[src/hw/rtl/assert_macros.svh]
// Assertion macros used by the buzzer sequencer top level.
`ifndef ASSERT_MACROS_SVH
`define ASSERT_MACROS_SVH

// Same-cycle implication, off while reset is held.
`define BZS_ASSERT_IMP(lbl, clk, rst_n, ante, cons, msg) \
    lbl: assert property (@(posedge clk) disable iff (!rst_n) (ante) |-> (cons)) \
        else $error(msg);

// Next-cycle implication, off while reset is held.
`define BZS_ASSERT_NXT(lbl, clk, rst_n, ante, cons, msg) \
    lbl: assert property (@(posedge clk) disable iff (!rst_n) (ante) |=> (cons)) \
        else $error(msg);

`endif

[src/hw/rtl/bzs_pkg.sv]
// Types, codes and constant tables of the buzzer sequencer.
`default_nettype none

package bzs_pkg;

    // Item modes
    typedef enum logic [2:0] {
        MODE_TICK       = 3'd0,
        MODE_START_MEL  = 3'd1,
        MODE_STOP_MEL   = 3'd2,
        MODE_START_BEEP = 3'd3,
        MODE_STOP_BEEP  = 3'd4
    } t_mode;

    // Result actions
    typedef enum logic [1:0] {
        ACT_NONE    = 2'd0,
        ACT_TONE    = 2'd1,
        ACT_SILENCE = 2'd2
    } t_action;

    // Beep phases
    typedef enum logic [2:0] {
        PH_OFF  = 3'd0,
        PH_WAIT = 3'd1,
        PH_LOW  = 3'd2,
        PH_GAP  = 3'd3,
        PH_HIGH = 3'd4
    } t_beep_phase;

    // Sequencer states
    typedef enum logic [3:0] {
        ST_FILL,
        ST_IDLE,
        ST_SCAN,
        ST_M_NOTE,
        ST_M_DUR,
        ST_T_DUR,
        ST_T_NOTE,
        ST_T_NDUR,
        ST_BEEP
    } t_state;

    // Config register indexes
    localparam logic [2:0] CFG_BEEP_WAIT = 3'd0;
    localparam logic [2:0] CFG_BEEP_ON   = 3'd1;
    localparam logic [2:0] CFG_BEEP_GAP  = 3'd2;
    localparam logic [2:0] CFG_BEEP_LOW  = 3'd3;
    localparam logic [2:0] CFG_BEEP_HIGH = 3'd4;

    localparam logic [15:0] BEEP_WAIT_RST = 16'd1500;
    localparam logic [15:0] BEEP_ON_RST   = 16'd50;
    localparam logic [15:0] BEEP_GAP_RST  = 16'd20;
    localparam logic [5:0]  BEEP_LOW_RST  = 6'd13;
    localparam logic [5:0]  BEEP_HIGH_RST = 6'd20;

    // Melody word: bit 16 is the end mark, bits 15:0 note or duration
    localparam int WORD_W   = 17;
    localparam int END_POS  = 16;
    localparam int ROM_LEN  = 35;
    localparam int PITCH_LEN = 61;
    localparam int ROM_ADDR_W = 11;
    localparam logic [WORD_W-1:0] END_WORD = 17'h10000;

    typedef struct packed {
        logic        valid;
        logic [2:0]  index;
        logic [15:0] data;
    } t_cfg_wr;

    typedef struct packed {
        logic start_beep;
        logic stop;
        logic tick;
    } t_beep_cmd;

    typedef struct packed {
        t_action     act;
        logic [11:0] hz;
        logic [15:0] ms;
    } t_tone;

    localparam logic [WORD_W-1:0] MELODY_ROM [ROM_LEN] = '{
        17'd25, 17'd100, 17'd20, 17'd100, 17'd20, 17'd100, END_WORD,
        17'd25, 17'd200, 17'd20, 17'd200, 17'd25, 17'd200, END_WORD,
        17'd25, 17'd100, 17'd30, 17'd100, 17'd40, 17'd100, END_WORD,
        17'd27, 17'd50,  17'd26, 17'd50,  17'd25, 17'd50,  END_WORD,
        17'd25, 17'd50,  17'd26, 17'd50,  17'd27, 17'd50,  END_WORD
    };

    localparam logic [11:0] PITCH_HZ [PITCH_LEN] = '{
        12'd0,
        12'd131,  12'd139,  12'd147,  12'd156,  12'd165,  12'd175,
        12'd185,  12'd196,  12'd208,  12'd220,  12'd233,  12'd247,
        12'd262,  12'd277,  12'd294,  12'd311,  12'd330,  12'd349,
        12'd370,  12'd392,  12'd415,  12'd440,  12'd466,  12'd494,
        12'd523,  12'd554,  12'd587,  12'd622,  12'd659,  12'd698,
        12'd740,  12'd784,  12'd831,  12'd880,  12'd932,  12'd988,
        12'd1047, 12'd1109, 12'd1175, 12'd1245, 12'd1319, 12'd1397,
        12'd1480, 12'd1568, 12'd1661, 12'd1760, 12'd1865, 12'd1976,
        12'd2093, 12'd2217, 12'd2349, 12'd2489, 12'd2637, 12'd2794,
        12'd2960, 12'd3136, 12'd3322, 12'd3520, 12'd3729, 12'd3951
    };

    // Melody word at an address; past the table it is an end mark
    function automatic logic [WORD_W-1:0] melody_word(logic [ROM_ADDR_W-1:0] addr);
        logic [WORD_W-1:0] w;
        w = END_WORD;
        if (addr < ROM_ADDR_W'(ROM_LEN)) begin
            w = MELODY_ROM[addr[5:0]];
        end
        return w;
    endfunction

    // Note index to hertz; out-of-range notes give 0 Hz
    function automatic logic [11:0] pitch_lookup(logic [15:0] note, int entries);
        logic [11:0] hz;
        hz = 12'd0;
        if ((note < 16'(PITCH_LEN)) && (int'(note) < entries)) begin
            hz = PITCH_HZ[note[5:0]];
        end
        return hz;
    endfunction

endpackage

`default_nettype wire

[src/hw/rtl/bzs_ram.sv]
// Generic single-write, single-read RAM with registered read data.
`default_nettype none

module bzs_ram #(
    parameter int WIDTH = 17,
    parameter int DEPTH = 64
) (
    input  wire logic                     i_clk,
    input  wire logic                     i_we,
    input  wire logic [$clog2(DEPTH)-1:0] i_waddr,
    input  wire logic [WIDTH-1:0]         i_wdata,
    input  wire logic [$clog2(DEPTH)-1:0] i_raddr,
    output logic      [WIDTH-1:0]         o_rdata
);

    logic [WIDTH-1:0] r_mem [DEPTH];

    // Write port and registered read port
    always_ff @(posedge i_clk) begin
        if (i_we) begin
            r_mem[i_waddr] <= i_wdata;
        end
        o_rdata <= r_mem[i_raddr];
    end

endmodule

`default_nettype wire

[src/hw/rtl/bzs_beep.sv]
// Two-tone call beep: config registers, phase and elapsed-time tracking.
`default_nettype none

module bzs_beep #(
    parameter int NOTE_ENTRIES = 61
) (
    input  wire logic                 i_clk,
    input  wire logic                 i_rst_n,
    input  wire bzs_pkg::t_cfg_wr     i_cfg,
    input  wire bzs_pkg::t_beep_cmd   i_cmd,
    output bzs_pkg::t_beep_phase      o_phase,
    output bzs_pkg::t_tone            o_res
);

    logic [15:0] r_wait, r_on, r_gap;
    logic [5:0]  r_low, r_high;
    bzs_pkg::t_beep_phase r_phase, n_phase;
    logic [15:0] r_el, n_el, el_inc;

    // Config registers
    always_ff @(posedge i_clk) begin
        if (!i_rst_n) begin
            r_wait <= bzs_pkg::BEEP_WAIT_RST;
            r_on   <= bzs_pkg::BEEP_ON_RST;
            r_gap  <= bzs_pkg::BEEP_GAP_RST;
            r_low  <= bzs_pkg::BEEP_LOW_RST;
            r_high <= bzs_pkg::BEEP_HIGH_RST;
        end else if (i_cfg.valid) begin
            case (i_cfg.index)
                bzs_pkg::CFG_BEEP_WAIT: r_wait <= i_cfg.data;
                bzs_pkg::CFG_BEEP_ON:   r_on   <= i_cfg.data;
                bzs_pkg::CFG_BEEP_GAP:  r_gap  <= i_cfg.data;
                bzs_pkg::CFG_BEEP_LOW:  r_low  <= i_cfg.data[5:0];
                bzs_pkg::CFG_BEEP_HIGH: r_high <= i_cfg.data[5:0];
                default: ;
            endcase
        end
    end

    // Saturating millisecond count
    assign el_inc = (r_el == 16'hFFFF) ? r_el : r_el + 16'd1;

    // Phase update and the tone it asks for
    always_comb begin
        n_phase = r_phase;
        n_el    = r_el;
        o_res   = '0;
        priority if (i_cmd.start_beep) begin
            n_phase = bzs_pkg::PH_WAIT;
            n_el    = '0;
        end else if (i_cmd.stop) begin
            n_phase = bzs_pkg::PH_OFF;
        end else if (i_cmd.tick && (r_phase != bzs_pkg::PH_OFF)) begin
            n_el = el_inc;
            case (r_phase)
                bzs_pkg::PH_WAIT: begin
                    if (el_inc > r_wait) begin
                        n_phase  = bzs_pkg::PH_LOW;
                        n_el     = '0;
                        o_res.act = bzs_pkg::ACT_TONE;
                        o_res.hz  = bzs_pkg::pitch_lookup(16'(r_low), NOTE_ENTRIES);
                        o_res.ms  = r_wait;
                    end
                end
                bzs_pkg::PH_LOW: begin
                    if (el_inc > r_on) begin
                        n_phase   = bzs_pkg::PH_GAP;
                        n_el      = '0;
                        o_res.act = bzs_pkg::ACT_SILENCE;
                    end
                end
                bzs_pkg::PH_GAP: begin
                    if (el_inc > r_gap) begin
                        n_phase  = bzs_pkg::PH_HIGH;
                        n_el     = '0;
                        o_res.act = bzs_pkg::ACT_TONE;
                        o_res.hz  = bzs_pkg::pitch_lookup(16'(r_high), NOTE_ENTRIES);
                        o_res.ms  = r_wait;
                    end
                end
                bzs_pkg::PH_HIGH: begin
                    if (el_inc > r_on) begin
                        n_phase   = bzs_pkg::PH_WAIT;
                        n_el      = '0;
                        o_res.act = bzs_pkg::ACT_SILENCE;
                    end
                end
                default: ;
            endcase
        end else begin
            // No command: phase and count hold
        end
    end

    always_ff @(posedge i_clk) begin
        if (!i_rst_n) begin
            r_phase <= bzs_pkg::PH_OFF;
            r_el    <= '0;
        end else begin
            r_phase <= n_phase;
            r_el    <= n_el;
        end
    end

    assign o_phase = r_phase;

endmodule

`default_nettype wire

[src/hw/rtl/buzzer_melody_and_beep_sequencer_unit.sv]
// Top level of the buzzer melody and beep sequencer.
// Usage:
//  - Items enter on start/busy: an item is taken at a clock edge with start
//    high and busy low. i_mode selects tick (1 ms), start melody, stop
//    melody, start beep or stop beep.
//  - Every item gives exactly one result on o_action, o_tone_hz, o_tone_ms,
//    o_melody_on and o_beep_phase, shown for one cycle with o_result_strobe.
//    The receiver cannot hold results off; busy is low again in the strobe
//    cycle, so the next item may be taken then.
//  - Stop/beep commands give their result from the result registers; a tick
//    makes up to three dependent reads of the melody RAM; start melody scans
//    one melody word per cycle through the RAM read port.
//  - Config writes (i_cfg_valid, always ready) are taken at any time, but
//    are meant to land while no item is in flight.
//  - After reset the melody RAM is loaded from the constant table, one word
//    a cycle, with busy high while it fills. The sequencer resets to its fill
//    state and the beep phase to off; config registers reset to defaults.
`default_nettype none

module buzzer_melody_and_beep_sequencer_unit #(
    parameter int MELODY_WORDS = 64,
    parameter int NOTE_ENTRIES = 61
) (
    input  wire logic        i_clk,
    input  wire logic        i_rst_n,
    input  wire logic        start,
    output logic             busy,
    input  wire logic [2:0]  i_mode,
    input  wire logic [3:0]  i_melody_number,
    input  wire logic        i_beep_after,
    input  wire logic        i_cfg_valid,
    output logic             o_cfg_ready,
    input  wire logic [2:0]  i_cfg_index,
    input  wire logic [15:0] i_cfg_data,
    output logic             o_result_strobe,
    output logic [1:0]       o_action,
    output logic [11:0]      o_tone_hz,
    output logic [15:0]      o_tone_ms,
    output logic             o_melody_on,
    output logic [2:0]       o_beep_phase
);

`include "assert_macros.svh"

    localparam int AW  = $clog2(MELODY_WORDS);
    localparam int RAW = AW + 1;
    localparam int SCAN_LIM = (MELODY_WORDS < bzs_pkg::ROM_LEN) ?
                              MELODY_WORDS : bzs_pkg::ROM_LEN;
    localparam int WW = bzs_pkg::WORD_W;

    bzs_pkg::t_state  r_state, n_state;
    logic             r_mel_act, n_mel_act;
    logic [RAW-1:0]   r_start, n_start;
    logic [RAW-1:0]   r_step, n_step;
    logic [15:0]      r_note_el, n_note_el;
    logic             r_after_end, n_after_end;
    logic [3:0]       r_num, n_num;
    logic             r_after, n_after;
    logic [RAW-1:0]   r_idx, n_idx;
    logic [4:0]       r_cnt, n_cnt;
    logic [15:0]      r_word, n_word;
    logic             r_oob;
    logic [AW-1:0]    r_fill;
    logic             r_out_vld, n_out_vld;
    bzs_pkg::t_action r_act, n_act;
    logic [11:0]      r_hz, n_hz;
    logic [15:0]      r_ms, n_ms;

    logic [RAW-1:0]   rd_addr;
    logic             rd_oob;
    logic [WW-1:0]    ram_q;
    logic [WW-1:0]    word;
    logic [4:0]       cnt_eff;
    logic             scan_found;
    logic [15:0]      el_inc;
    logic             el_over;
    bzs_pkg::t_tone   note_res;
    bzs_pkg::t_tone   beep_res;
    bzs_pkg::t_beep_cmd   beep_cmd;
    bzs_pkg::t_beep_phase beep_phase;
    bzs_pkg::t_cfg_wr     cfg_wr;

    // Tone or silence for a melody note
    function automatic bzs_pkg::t_tone emit_note(logic [15:0] note, logic [15:0] dur);
        bzs_pkg::t_tone res;
        res = '0;
        if (note != 16'd0) begin
            res.act = bzs_pkg::ACT_TONE;
            res.hz  = bzs_pkg::pitch_lookup(note, NOTE_ENTRIES);
            res.ms  = dur;
        end else begin
            res.act = bzs_pkg::ACT_SILENCE;
        end
        return res;
    endfunction

    // Melody word store, loaded after reset
    bzs_ram #(
        .WIDTH (WW),
        .DEPTH (MELODY_WORDS)
    ) u_ram (
        .i_clk   (i_clk),
        .i_we    (r_state == bzs_pkg::ST_FILL),
        .i_waddr (r_fill),
        .i_wdata (bzs_pkg::melody_word(bzs_pkg::ROM_ADDR_W'(r_fill))),
        .i_raddr (rd_addr[AW-1:0]),
        .o_rdata (ram_q)
    );

    // Call beep
    assign cfg_wr = '{valid: i_cfg_valid, index: i_cfg_index, data: i_cfg_data};

    bzs_beep #(
        .NOTE_ENTRIES (NOTE_ENTRIES)
    ) u_beep (
        .i_clk   (i_clk),
        .i_rst_n (i_rst_n),
        .i_cfg   (cfg_wr),
        .i_cmd   (beep_cmd),
        .o_phase (beep_phase),
        .o_res   (beep_res)
    );

    // Read data; addresses past the store read as an end mark
    assign word    = r_oob ? bzs_pkg::END_WORD : ram_q;
    assign rd_oob  = (rd_addr >= RAW'(MELODY_WORDS));
    assign cnt_eff = r_cnt + 5'((r_idx != '0) && word[bzs_pkg::END_POS]);
    assign scan_found = (cnt_eff == {1'b0, r_num});
    assign el_inc  = (r_note_el == 16'hFFFF) ? r_note_el : r_note_el + 16'd1;
    assign el_over = (el_inc > word[15:0]);
    assign note_res = emit_note(r_word, word[15:0]);

    // Next state
    always_comb begin
        n_state = r_state;
        unique case (r_state)
            bzs_pkg::ST_FILL: begin
                if (r_fill == AW'(MELODY_WORDS - 1)) n_state = bzs_pkg::ST_IDLE;
            end
            bzs_pkg::ST_IDLE: begin
                if (start) begin
                    if (i_mode == bzs_pkg::MODE_TICK) begin
                        n_state = r_mel_act ? bzs_pkg::ST_T_DUR : bzs_pkg::ST_BEEP;
                    end else if (i_mode == bzs_pkg::MODE_START_MEL) begin
                        n_state = bzs_pkg::ST_SCAN;
                    end
                end
            end
            bzs_pkg::ST_SCAN: begin
                if (scan_found) begin
                    n_state = bzs_pkg::ST_M_NOTE;
                end else if (r_idx == RAW'(SCAN_LIM - 1)) begin
                    n_state = bzs_pkg::ST_IDLE;
                end
            end
            bzs_pkg::ST_M_NOTE: n_state = bzs_pkg::ST_M_DUR;
            bzs_pkg::ST_M_DUR:  n_state = bzs_pkg::ST_IDLE;
            bzs_pkg::ST_T_DUR:  n_state = el_over ? bzs_pkg::ST_T_NOTE : bzs_pkg::ST_BEEP;
            bzs_pkg::ST_T_NOTE: begin
                n_state = word[bzs_pkg::END_POS] ? bzs_pkg::ST_BEEP : bzs_pkg::ST_T_NDUR;
            end
            bzs_pkg::ST_T_NDUR: n_state = bzs_pkg::ST_BEEP;
            bzs_pkg::ST_BEEP:   n_state = bzs_pkg::ST_IDLE;
            default:            n_state = bzs_pkg::ST_IDLE;
        endcase
    end

    // Datapath, RAM reads and results
    always_comb begin
        n_mel_act   = r_mel_act;
        n_start     = r_start;
        n_step      = r_step;
        n_note_el   = r_note_el;
        n_after_end = r_after_end;
        n_num       = r_num;
        n_after     = r_after;
        n_idx       = r_idx;
        n_cnt       = r_cnt;
        n_word      = r_word;
        n_out_vld   = 1'b0;
        n_act       = r_act;
        n_hz        = r_hz;
        n_ms        = r_ms;
        rd_addr     = '0;
        beep_cmd    = '0;
        unique case (r_state)
            bzs_pkg::ST_IDLE: begin
                if (start) begin
                    n_num   = i_melody_number;
                    n_after = i_beep_after;
                    n_act   = bzs_pkg::ACT_NONE;
                    n_hz    = '0;
                    n_ms    = '0;
                    case (bzs_pkg::t_mode'(i_mode))
                        bzs_pkg::MODE_TICK: begin
                            rd_addr = r_start + r_step + RAW'(1);
                        end
                        bzs_pkg::MODE_START_MEL: begin
                            n_idx = '0;
                            n_cnt = '0;
                        end
                        bzs_pkg::MODE_STOP_MEL: begin
                            n_act     = bzs_pkg::ACT_SILENCE;
                            n_mel_act = 1'b0;
                            n_start   = '0;
                            n_step    = '0;
                            beep_cmd.start_beep = i_beep_after;
                            n_out_vld = 1'b1;
                        end
                        bzs_pkg::MODE_START_BEEP: begin
                            beep_cmd.start_beep = 1'b1;
                            n_out_vld = 1'b1;
                        end
                        bzs_pkg::MODE_STOP_BEEP: begin
                            beep_cmd.stop = 1'b1;
                            n_act     = bzs_pkg::ACT_SILENCE;
                            n_out_vld = 1'b1;
                        end
                        default: n_out_vld = 1'b1;
                    endcase
                end
            end
            // Count end marks one word a cycle until melody r_num begins
            bzs_pkg::ST_SCAN: begin
                if (scan_found) begin
                    n_start = r_idx;
                    rd_addr = r_idx;
                end else if (r_idx == RAW'(SCAN_LIM - 1)) begin
                    n_out_vld = 1'b1;
                end else begin
                    n_cnt   = cnt_eff;
                    n_idx   = r_idx + RAW'(1);
                    rd_addr = r_idx;
                end
            end
            bzs_pkg::ST_M_NOTE: begin
                n_word  = word[15:0];
                rd_addr = r_start + RAW'(1);
            end
            bzs_pkg::ST_M_DUR: begin
                beep_cmd.stop = 1'b1;
                n_step      = '0;
                n_note_el   = '0;
                n_mel_act   = 1'b1;
                n_after_end = r_after;
                n_act       = note_res.act;
                n_hz        = note_res.hz;
                n_ms        = note_res.ms;
                n_out_vld   = 1'b1;
            end
            // Current note duration is in; advance when it has run out
            bzs_pkg::ST_T_DUR: begin
                n_note_el = el_inc;
                if (el_over) begin
                    n_step  = r_step + RAW'(2);
                    rd_addr = r_start + r_step + RAW'(2);
                end
            end
            bzs_pkg::ST_T_NOTE: begin
                if (word[bzs_pkg::END_POS]) begin
                    n_act     = bzs_pkg::ACT_SILENCE;
                    n_mel_act = 1'b0;
                    n_start   = '0;
                    n_step    = '0;
                    beep_cmd.start_beep = r_after_end;
                end else begin
                    n_note_el = '0;
                    n_word    = word[15:0];
                    rd_addr   = r_start + r_step + RAW'(1);
                end
            end
            bzs_pkg::ST_T_NDUR: begin
                n_act = note_res.act;
                n_hz  = note_res.hz;
                n_ms  = note_res.ms;
            end
            // Beep advances too; melody action wins
            bzs_pkg::ST_BEEP: begin
                beep_cmd.tick = 1'b1;
                if (r_act == bzs_pkg::ACT_NONE) begin
                    n_act = beep_res.act;
                    n_hz  = beep_res.hz;
                    n_ms  = beep_res.ms;
                end
                n_out_vld = 1'b1;
            end
            default: ;
        endcase
    end

    always_ff @(posedge i_clk) begin
        if (!i_rst_n) begin
            r_state     <= bzs_pkg::ST_FILL;
            r_fill      <= '0;
            r_mel_act   <= 1'b0;
            r_start     <= '0;
            r_step      <= '0;
            r_note_el   <= '0;
            r_after_end <= 1'b0;
            r_num       <= '0;
            r_after     <= 1'b0;
            r_idx       <= '0;
            r_cnt       <= '0;
            r_oob       <= 1'b0;
            r_out_vld   <= 1'b0;
            r_act       <= bzs_pkg::ACT_NONE;
            r_hz        <= '0;
            r_ms        <= '0;
        end else begin
            r_state     <= n_state;
            r_fill      <= r_fill + AW'(1);
            r_mel_act   <= n_mel_act;
            r_start     <= n_start;
            r_step      <= n_step;
            r_note_el   <= n_note_el;
            r_after_end <= n_after_end;
            r_num       <= n_num;
            r_after     <= n_after;
            r_idx       <= n_idx;
            r_cnt       <= n_cnt;
            r_oob       <= rd_oob;
            r_out_vld   <= n_out_vld;
            r_act       <= n_act;
            r_hz        <= n_hz;
            r_ms        <= n_ms;
        end
    end

    // Note latch needs no reset
    always_ff @(posedge i_clk) begin
        r_word <= n_word;
    end

    assign busy            = (r_state != bzs_pkg::ST_IDLE);
    assign o_cfg_ready     = 1'b1;
    assign o_result_strobe = r_out_vld;
    assign o_action        = r_act;
    assign o_tone_hz       = r_hz;
    assign o_tone_ms       = r_ms;
    assign o_melody_on     = r_mel_act;
    assign o_beep_phase    = beep_phase;

    // Checks
    `BZS_ASSERT_IMP(a_tone_fields, i_clk, i_rst_n, o_result_strobe && (r_act != bzs_pkg::ACT_TONE), (r_hz == 12'd0) && (r_ms == 16'd0), "tone fields set without a tone")
    `BZS_ASSERT_IMP(a_step_idle, i_clk, i_rst_n, !r_mel_act, r_step == '0, "melody step nonzero while no melody plays")
    `BZS_ASSERT_NXT(a_walk_busy, i_clk, i_rst_n, start && !busy && ((i_mode == bzs_pkg::MODE_TICK) || (i_mode == bzs_pkg::MODE_START_MEL)), busy, "tick or melody start did not occupy the sequencer")

endmodule

`default_nettype wire
[config.mk]
export PLATFORM = sky130hd
export DESIGN_NAME = buzzer_melody_and_beep_sequencer_unit
export DESIGN_NICKNAME = d
export VERILOG_FILES = /design/src/hw/rtl/bzs_pkg.sv /design/src/hw/rtl/bzs_ram.sv /design/src/hw/rtl/bzs_beep.sv /design/src/hw/rtl/buzzer_melody_and_beep_sequencer_unit.sv
export VERILOG_INCLUDE_DIRS = /design/src /design/src/hw/rtl
export SDC_FILE = /design/constraint.sdc
export NUM_CORES = 2
export LEC_CHECK = 0
export BUFFER_PORTS_ARGS = -buffer_cell sky130_fd_sc_hd__buf_2
export CAP_MARGIN = 20
export CORE_MARGIN = 2
export CORE_UTILIZATION = 60
export CTS_BUF_LIST = sky130_fd_sc_hd__clkbuf_2 sky130_fd_sc_hd__clkbuf_4 sky130_fd_sc_hd__clkbuf_8
export DETAILED_ROUTE_END_ITERATION = 16
export GPL_TIMING_DRIVEN = 0
export PLACE_DENSITY = 0.83
export SETUP_SLACK_MARGIN = 0.15
export SLEW_MARGIN = 30
export SYNTH_ARGS = -nofsm -noshare
export SYNTH_HDL_FRONTEND = slang
export SYNTH_SLANG_ARGS = --single-unit
[constraint.sdc]
create_clock -name i_clk -period 6.8 [get_ports i_clk]
set_input_delay 2.04 -clock i_clk [delete_from_list [all_inputs] [get_ports i_clk]]
set_output_delay 2.04 -clock i_clk [all_outputs]
set_load 0.005 [all_outputs]
; Word level (Yosys, flattened, before mapping)
; Memory sizes are Yosys's and may differ from the RTL's. A register that Yosys moved wholly into a read port is not among the register bits.
; Cells that the tools add are included.
[op_classes]
n_addsub = 10
magnitude_cmp = 16
eq_ne = 47
n_mux = 104
bitwise_logic = 6
n_reduce_logical = 48
[op_table]
columns = cell, n
row1 = two-way mux 16 bit, 9
row2 = case mux 16 bit (3 select lines), 3
row3 = two-way mux 12 bit, 11
row4 = two-way mux 7 bit, 15
row5 = two-way mux 30 bit, 3
row6 = two-way mux 17 bit, 4
row7 = > comparator 16 bit, 4
row8 = two-way mux 29 bit, 2
row9 = case mux 28 bit (2 select lines), 1
row10 = two-way mux 4 bit, 9
row11 = case mux 12 bit (3 select lines), 1
row12 = "greater-or-equal comparator 7 bit, second input constant", 5
row13 = case mux 7 bit (5 select lines), 1
row14 = "adder 16 x 1 -> 16 bit, second input constant", 2
row15 = "== test 16 bit, second input constant", 2
row16 = "< comparator 16 x 6 -> 1 bit, second input constant", 2
row17 = case mux 16 bit (2 select lines), 1
row18 = "< comparator 6 bit, second input constant", 5
row19 = two-way mux 28 bit, 1
row20 = inverter 6 -> 7 bit, 4
row21 = case mux 4 bit (7 select lines), 1
row22 = case mux 7 bit (4 select lines), 1
row23 = "adder 7 x 1 -> 7 bit, second input constant", 3
row24 = case mux 7 bit (3 select lines), 1
row25 = other kinds (48), 140
[word_totals]
regBits = 186
ramBits = 1088
rom_bits = 3392
in_bits = 31
output_inout_bits = 37
wordCells = 261
mem_count = 5
[mem_list]
columns = memory, depth, width, read_ports, rd_clocked_by_memory_dff, wr, line
row1 = (no name shown), 64, 17, 1, 0, 0, bzs_pkg.sv:110  ; w = MELODY_ROM[addr[5:0]];
row2 = u_ram.r_mem, 64, 17, 1, 1, 1, bzs_ram.sv:16  ; logic [WIDTH-1:0] r_mem [DEPTH];
row3 = (no name shown), 64, 12, 1, 0, 0, bzs_pkg.sv:120  ; hz = PITCH_HZ[note[5:0]];
row4 = (no name shown), 64, 12, 1, 0, 0, bzs_pkg.sv:120
row5 = (no name shown), 64, 12, 1, 0, 0, bzs_pkg.sv:120

; Logic depth before layout (Yosys ltp)
[depth]
ltp_word = 12
depth_mapped = 26
ltp_nobuf = 21

; Cells and area by module
; Synthesis repeated with hierarchy kept, for this count alone.
[unflattened]
cells_unflattened = 3906
area_unflattened_um2 = 57083.5
[modules_own_cells]
columns = module, instances, cells_each, area_each_um2
row1 = bzs_ram, 1, 1953, 42344.4
row2 = buzzer_melody_and_beep_sequencer_unit, 1, 1016, 8070.2
row3 = bzs_beep, 1, 937, 6668.9

; Worst setup path before layout
; Ideal clock, no wire load.
[synth_path]
path_type = register to register
from = reg u_beep.r_el[3]
to = reg r_ms[5], in the netlist o_tone_ms[5]
setup_time_ps = 128
arrival_ps = 4775
t_required_ps = 6672
setup_slack_ps = 1897
path_stages_with_launch = 22
period_less_slack_ps = 4903
cell_sequence = dfxtp_1 nand3_1 or3_1 clkbuf_1 nor4_1 or2_2 inv_1 nand2_1 nor2_1 xor2_1 ha_1 a21o_1 a21o_1 a21o_1 a21o_1 a21o_1 a21oi_1 o21ai_0 a31oi_1 a21oi_1 a222oi_1 nor3b_1
[synth_between]
elab_chain_cells = 10
[synth_lines]
columns = item, line
row1 = "start, declared", bzs_beep.sv:18  ; logic [15:0] r_el, n_el, el_inc;
row2 = "start signal, assigned", bzs_beep.sv:101  ; r_el <= n_el;
row3 = adder 16 x 1 -> 16 bit / == test 16 bit (equally long branches), bzs_beep.sv:41  ; assign el_inc = (r_el == 16'hFFFF) ? r_el : r_el + 16'd1;
row4 = two-way mux 16 bit (*), bzs_beep.sv:41
row5 = "> comparator 16 bit, on equally long branches", "bzs_beep.sv:73, bzs_beep.sv:57"
row6 = "two-way mux 29 bit, on equally long branches", "bzs_beep.sv:73, bzs_beep.sv:57"
row7 = case mux 28 bit (2 select lines) (*), bzs_beep.sv:55  ; case (r_phase)
row8 = two-way mux 30 bit (*), bzs_beep.sv:53  ; end else if (i_cmd.tick && (r_phase != bzs_pkg::PH_OFF)) begin
row9 = two-way mux 30 bit (*), bzs_beep.sv:51  ; end else if (i_cmd.stop) begin
row10 = two-way mux 30 bit (*), bzs_beep.sv:48  ; priority if (i_cmd.start_beep) begin
row11 = two-way mux 16 bit (*), buzzer_melody_and_beep_sequencer_unit.sv:280  ; if (r_act == bzs_pkg::ACT_NONE) begin
row12 = case mux 16 bit (3 select lines) (*), buzzer_melody_and_beep_sequencer_unit.sv:186  ; unique case (r_state)
row13 = "end signal, assigned", buzzer_melody_and_beep_sequencer_unit.sv:325  ; r_ms <= n_ms;
row14 = "end, declared", buzzer_melody_and_beep_sequencer_unit.sv:67  ; logic [15:0] r_ms, n_ms;
; Every way passes the cells marked *; elsewhere a longest branch is shown, timed or not. The select of a mux whose other input is x is not followed.
; A chain may end at the register's enable or synchronous reset.

; Worst setup path after layout
[layout_path]
from = reg r_note_el[0]
to = reg u_ram.o_rdata[4] (read register of u_ram.r_mem)
[layout_between]
elab_chain_cells = 5
[layout_lines]
columns = item, line
row1 = "start, declared", buzzer_melody_and_beep_sequencer_unit.sv:55  ; logic [15:0] r_note_el, n_note_el;
row2 = "start signal, assigned", buzzer_melody_and_beep_sequencer_unit.sv:315  ; r_note_el <= n_note_el;
row3 = adder 16 x 1 -> 16 bit / == test 16 bit (equally long branches), buzzer_melody_and_beep_sequencer_unit.sv:129  ; assign el_inc = (r_note_el == 16'hFFFF) ? r_note_el : r_note_el + 16'd1;
row4 = two-way mux 16 bit (*), buzzer_melody_and_beep_sequencer_unit.sv:129
row5 = > comparator 16 bit (*), buzzer_melody_and_beep_sequencer_unit.sv:130  ; assign el_over = (el_inc > word[15:0]);
row6 = two-way mux 7 bit (*), buzzer_melody_and_beep_sequencer_unit.sv:254  ; if (el_over) begin
row7 = case mux 7 bit (5 select lines) (*), buzzer_melody_and_beep_sequencer_unit.sv:186
row8 = "end, declared", bzs_ram.sv:13  ; output logic [WIDTH-1:0] o_rdata
; Every way passes the cells marked *; elsewhere a longest branch is shown, timed or not.

==> impl_metrics.json <==
{
  "status": "finished, final reports clean",
  "synthFlopType": "edfxtp_1",
  "syn_area_per_cell_um2": 10.7,
  "place_congestion": 1.05,
  "start_kind": "flop",
  "power_density_mw_per_mm2": 233,
  "dp_cells": 4371,
  "syn-num-nets": 3622,
  "cpPeakStageDelay_ns": 0.44,
  "start_util": 0.605,
  "crit_family": "simple AND/OR/NAND/NOR gates",
  "power_w": 0.00975,
  "setup_viol": 0,
  "cts_tree": "built",
  "hold_path_class": "reg -> reg",
  "ioPinCount": 68,
  "ctsHoldBuffers": 0,
  "regArea_mm2": 0.0211,
  "grt_max_degree": 34,
  "drive_gt1_frac": 0.130,
  "path_buf_inv": 4,
  "antenna_found_initial": 8,
  "cap_violations": 0,
  "syn_area_mm2": 0.0372,
  "cp-end-kind": "flop",
  "skew_ns": 0.0512,
  "htreeDepth": 3,
  "yosysUniqueCellTypes": 95,
  "min_period_ns": 6.34,
  "ys_seq_area_frac": 0.567,
  "final_cells": 4599,
  "dr_wl_met3_um": 17500,
  "hold_depth": 2,
  "critical_path_arrival_ns": 6.92,
  "coreArea_mm2": 0.0615,
  "nets": 3842,
  "min_period_over_period": 0.932,
  "ir_drop_mv": 0.284,
  "wl_met2_um": 55300,
  "path_depth": 22,
  "cp_common_cell": "nand3_1",
  "detail_route.wl_per_cell_um": 27.3,
  "cts.reportedPaths.clkPinSlew_ns": 0.06,
  "syn_to_final_growth_pct": 12.6,
  "vias_per_cell": 6.78,
  "worstMarginPinSlew_ns": 1.07,
  "whs_ns": 0.463,
  "clk_latency_ns": 0.81,
  "cp_data_required_time_ns": 7.39,
  "slew_viol_final": 0,
  "rr_worst_depth": 22,
  "synth_area_leaders": "edfxtp_1, dfxtp_1, nand2_1, mux2i_1, ha_1",
  "tns_ns": 0,
  "cp_slowest_cell": "dfxtp_1",
  "first_global_vias": 29300,
  "die_w_um": 253,
  "fill_cells": 4454,
  "leakage_nw": 15.5,
  "multi_input_area_mm2": 0.0150,
  "finalWirelength_um": 125000,
  "crit_path_max_fanout": 10,
  "clockRootBuffer": "clkbuf_8",
  "rows": 91,
  "final_area_mm2": 0.0419,
  "synth-edff-count": 584,
  "grt_usage": 0.387,
  "critical_path.cell_chain": "ha_1 -> nand3_1 -> nor2_4 -> nand3b_1 -> nand4_1 -> inv_1 -> nand3_1 -> nor2_1 -> xor2_1 -> ha_1 -> nand4_1 -> o21ai_0 -> and4_1 -> a31oi_2 -> nor3_2 -> clkbuf_4 -> buf_4 -> clkbuf_4 -> nand3_1 -> a31o_2 -> a21oi_1 -> o32ai_1",
  "dr.max_layer_used": "met5",
  "first_pass_iters": 7,
  "slew_headroom": 0.281,
  "dieArea_mm2": 0.0640,
  "fmax_mhz": 158,
  "portBuffers": 66,
  "clockBufferDepth": 3,
  "crit_type": "reg -> reg",
  "synth_top_area_frac": 0.471,
  "ys.warnings.count": 0,
  "yosys.area.top_type": "edfxtp_1",
  "antenna_left": 0,
  "ys_ff_latch": 762,
  "netlist_top_cells_count": "nand2_1, edfxtp_1, nor2_1",
  "finalHoldViolations": 0,
  "wl_met1_um": 42100,
  "syn_inst": 3486,
  "numCtsBuffers": 117,
  "post-route-drc-count": 0,
  "place_area_mm2": 0.0391,
  "rsz0062_at_grt": "no",
  "dp_hpwl_um": 85200,
  "grt_pass1_wl_um": 183000,
  "first_iter_violations": 4718,
  "yosysMostFrequentCell": "nand2_1",
  "grt-ovfl-total": 0,
  "die_y_um": 253,
  "async_reset_ff_frac": 0,
  "cts_sinks": 762,
  "vias": 31200
}
## layer usage
metal,GRT usage,up-vias
li1,-,13300
met1,0.462,14600
met2,0.599,2633
met3,0.124,702
met4,0.263,6
met5,0.00386,-
## tightest hold or removal path, cell delays in order, from the launching register on
cell and delay (ns):
dfxtp_1 0.31, nand2_1 0.04, a21boi_0 0.06
## sequential cells by signal, summed over array words and instances, names as in the netlist, 6 cells and up
signal,flops
r_word,8
o_tone_ms,16
u_beep.r_gap,16
u_ram.o_rdata,9
u_beep.r_el,16
u_beep.r_wait,16
r_step,6
o_tone_hz,12
u_beep.r_low,6
r_note_el,16
r_idx,7
u_beep.r_on,16
u_ram.r_mem,576
r_fill,6
r_start,7
u_beep.r_high,6
## logic make-up after synthesis
group,after synthesis,share of synthesized area
flops,762,0.567
simple gates,1307,0.160
xor+xnor,53,0.0125
other cells,1,0.000101
buf+inv,326,0.0377
mux,160,0.0463
fa+ha+maj,105,0.0353
compound gates,772,0.141
## path summary, 6_finish.rpt
path	from	endpoint	slack [ns]
max	r_note_el[0]	u_ram.o_rdata[4]	0.46
min	u_beep.r_gap[3]	u_beep.r_gap[3]	0.46
max reg2reg	r_note_el[0]	u_ram.o_rdata[4]	0.46
min reg2reg	u_beep.r_gap[3]	u_beep.r_gap[3]	0.46
## power breakdown
group	internal [W]	switching, W
Clock	0.00220	0.00193
Sequential	0.00510	0.0000204
Combinational	0.000142	0.000362
Total	0.00744	0.00232
## cell usage in the layout, fill, tap and decap left out, drive strengths merged, types with 105 or more instances in the layout
master	instances
nand2	616
edfxtp	584
clkbuf	296
nor2	220
nand3	192
dfxtp	178
buf	178
a21oi	166
o21ai	139
mux2i	136
inv	110
ha	105
## layout make-up
type,count,area share
multi-input combinational,2398,0.358
clock inverter,59,0.0126
sequential,762,0.504
antenna,5,0.000299
clock buffer,158,0.0477
inverter,111,0.00995
timing repair buffer,101,0.0195
buffer,215,0.0243
tap,790,0.0236
## repair_timing
| item | 4_1_cts | 5_1_grt |
|---|---|---|
| resized for setup | 1 | 42 |
| buffers inserted | 0 | 5 |
| endpoints found under the setup margin | 1 | 9 |
| pin swaps | 0 | 1 |
## through the flow
stage / utilization / setup WS [ns]
after detailed placement: 0.637 / 0.166
after global routing: 0.681 / 0.261
after global placement: 0.627 / -1.58
after CTS: 0.678 / 0.190
final: 0.681 / 0.463
after floorplan: - / 1.90
Power figures use the tool's default switching activity.
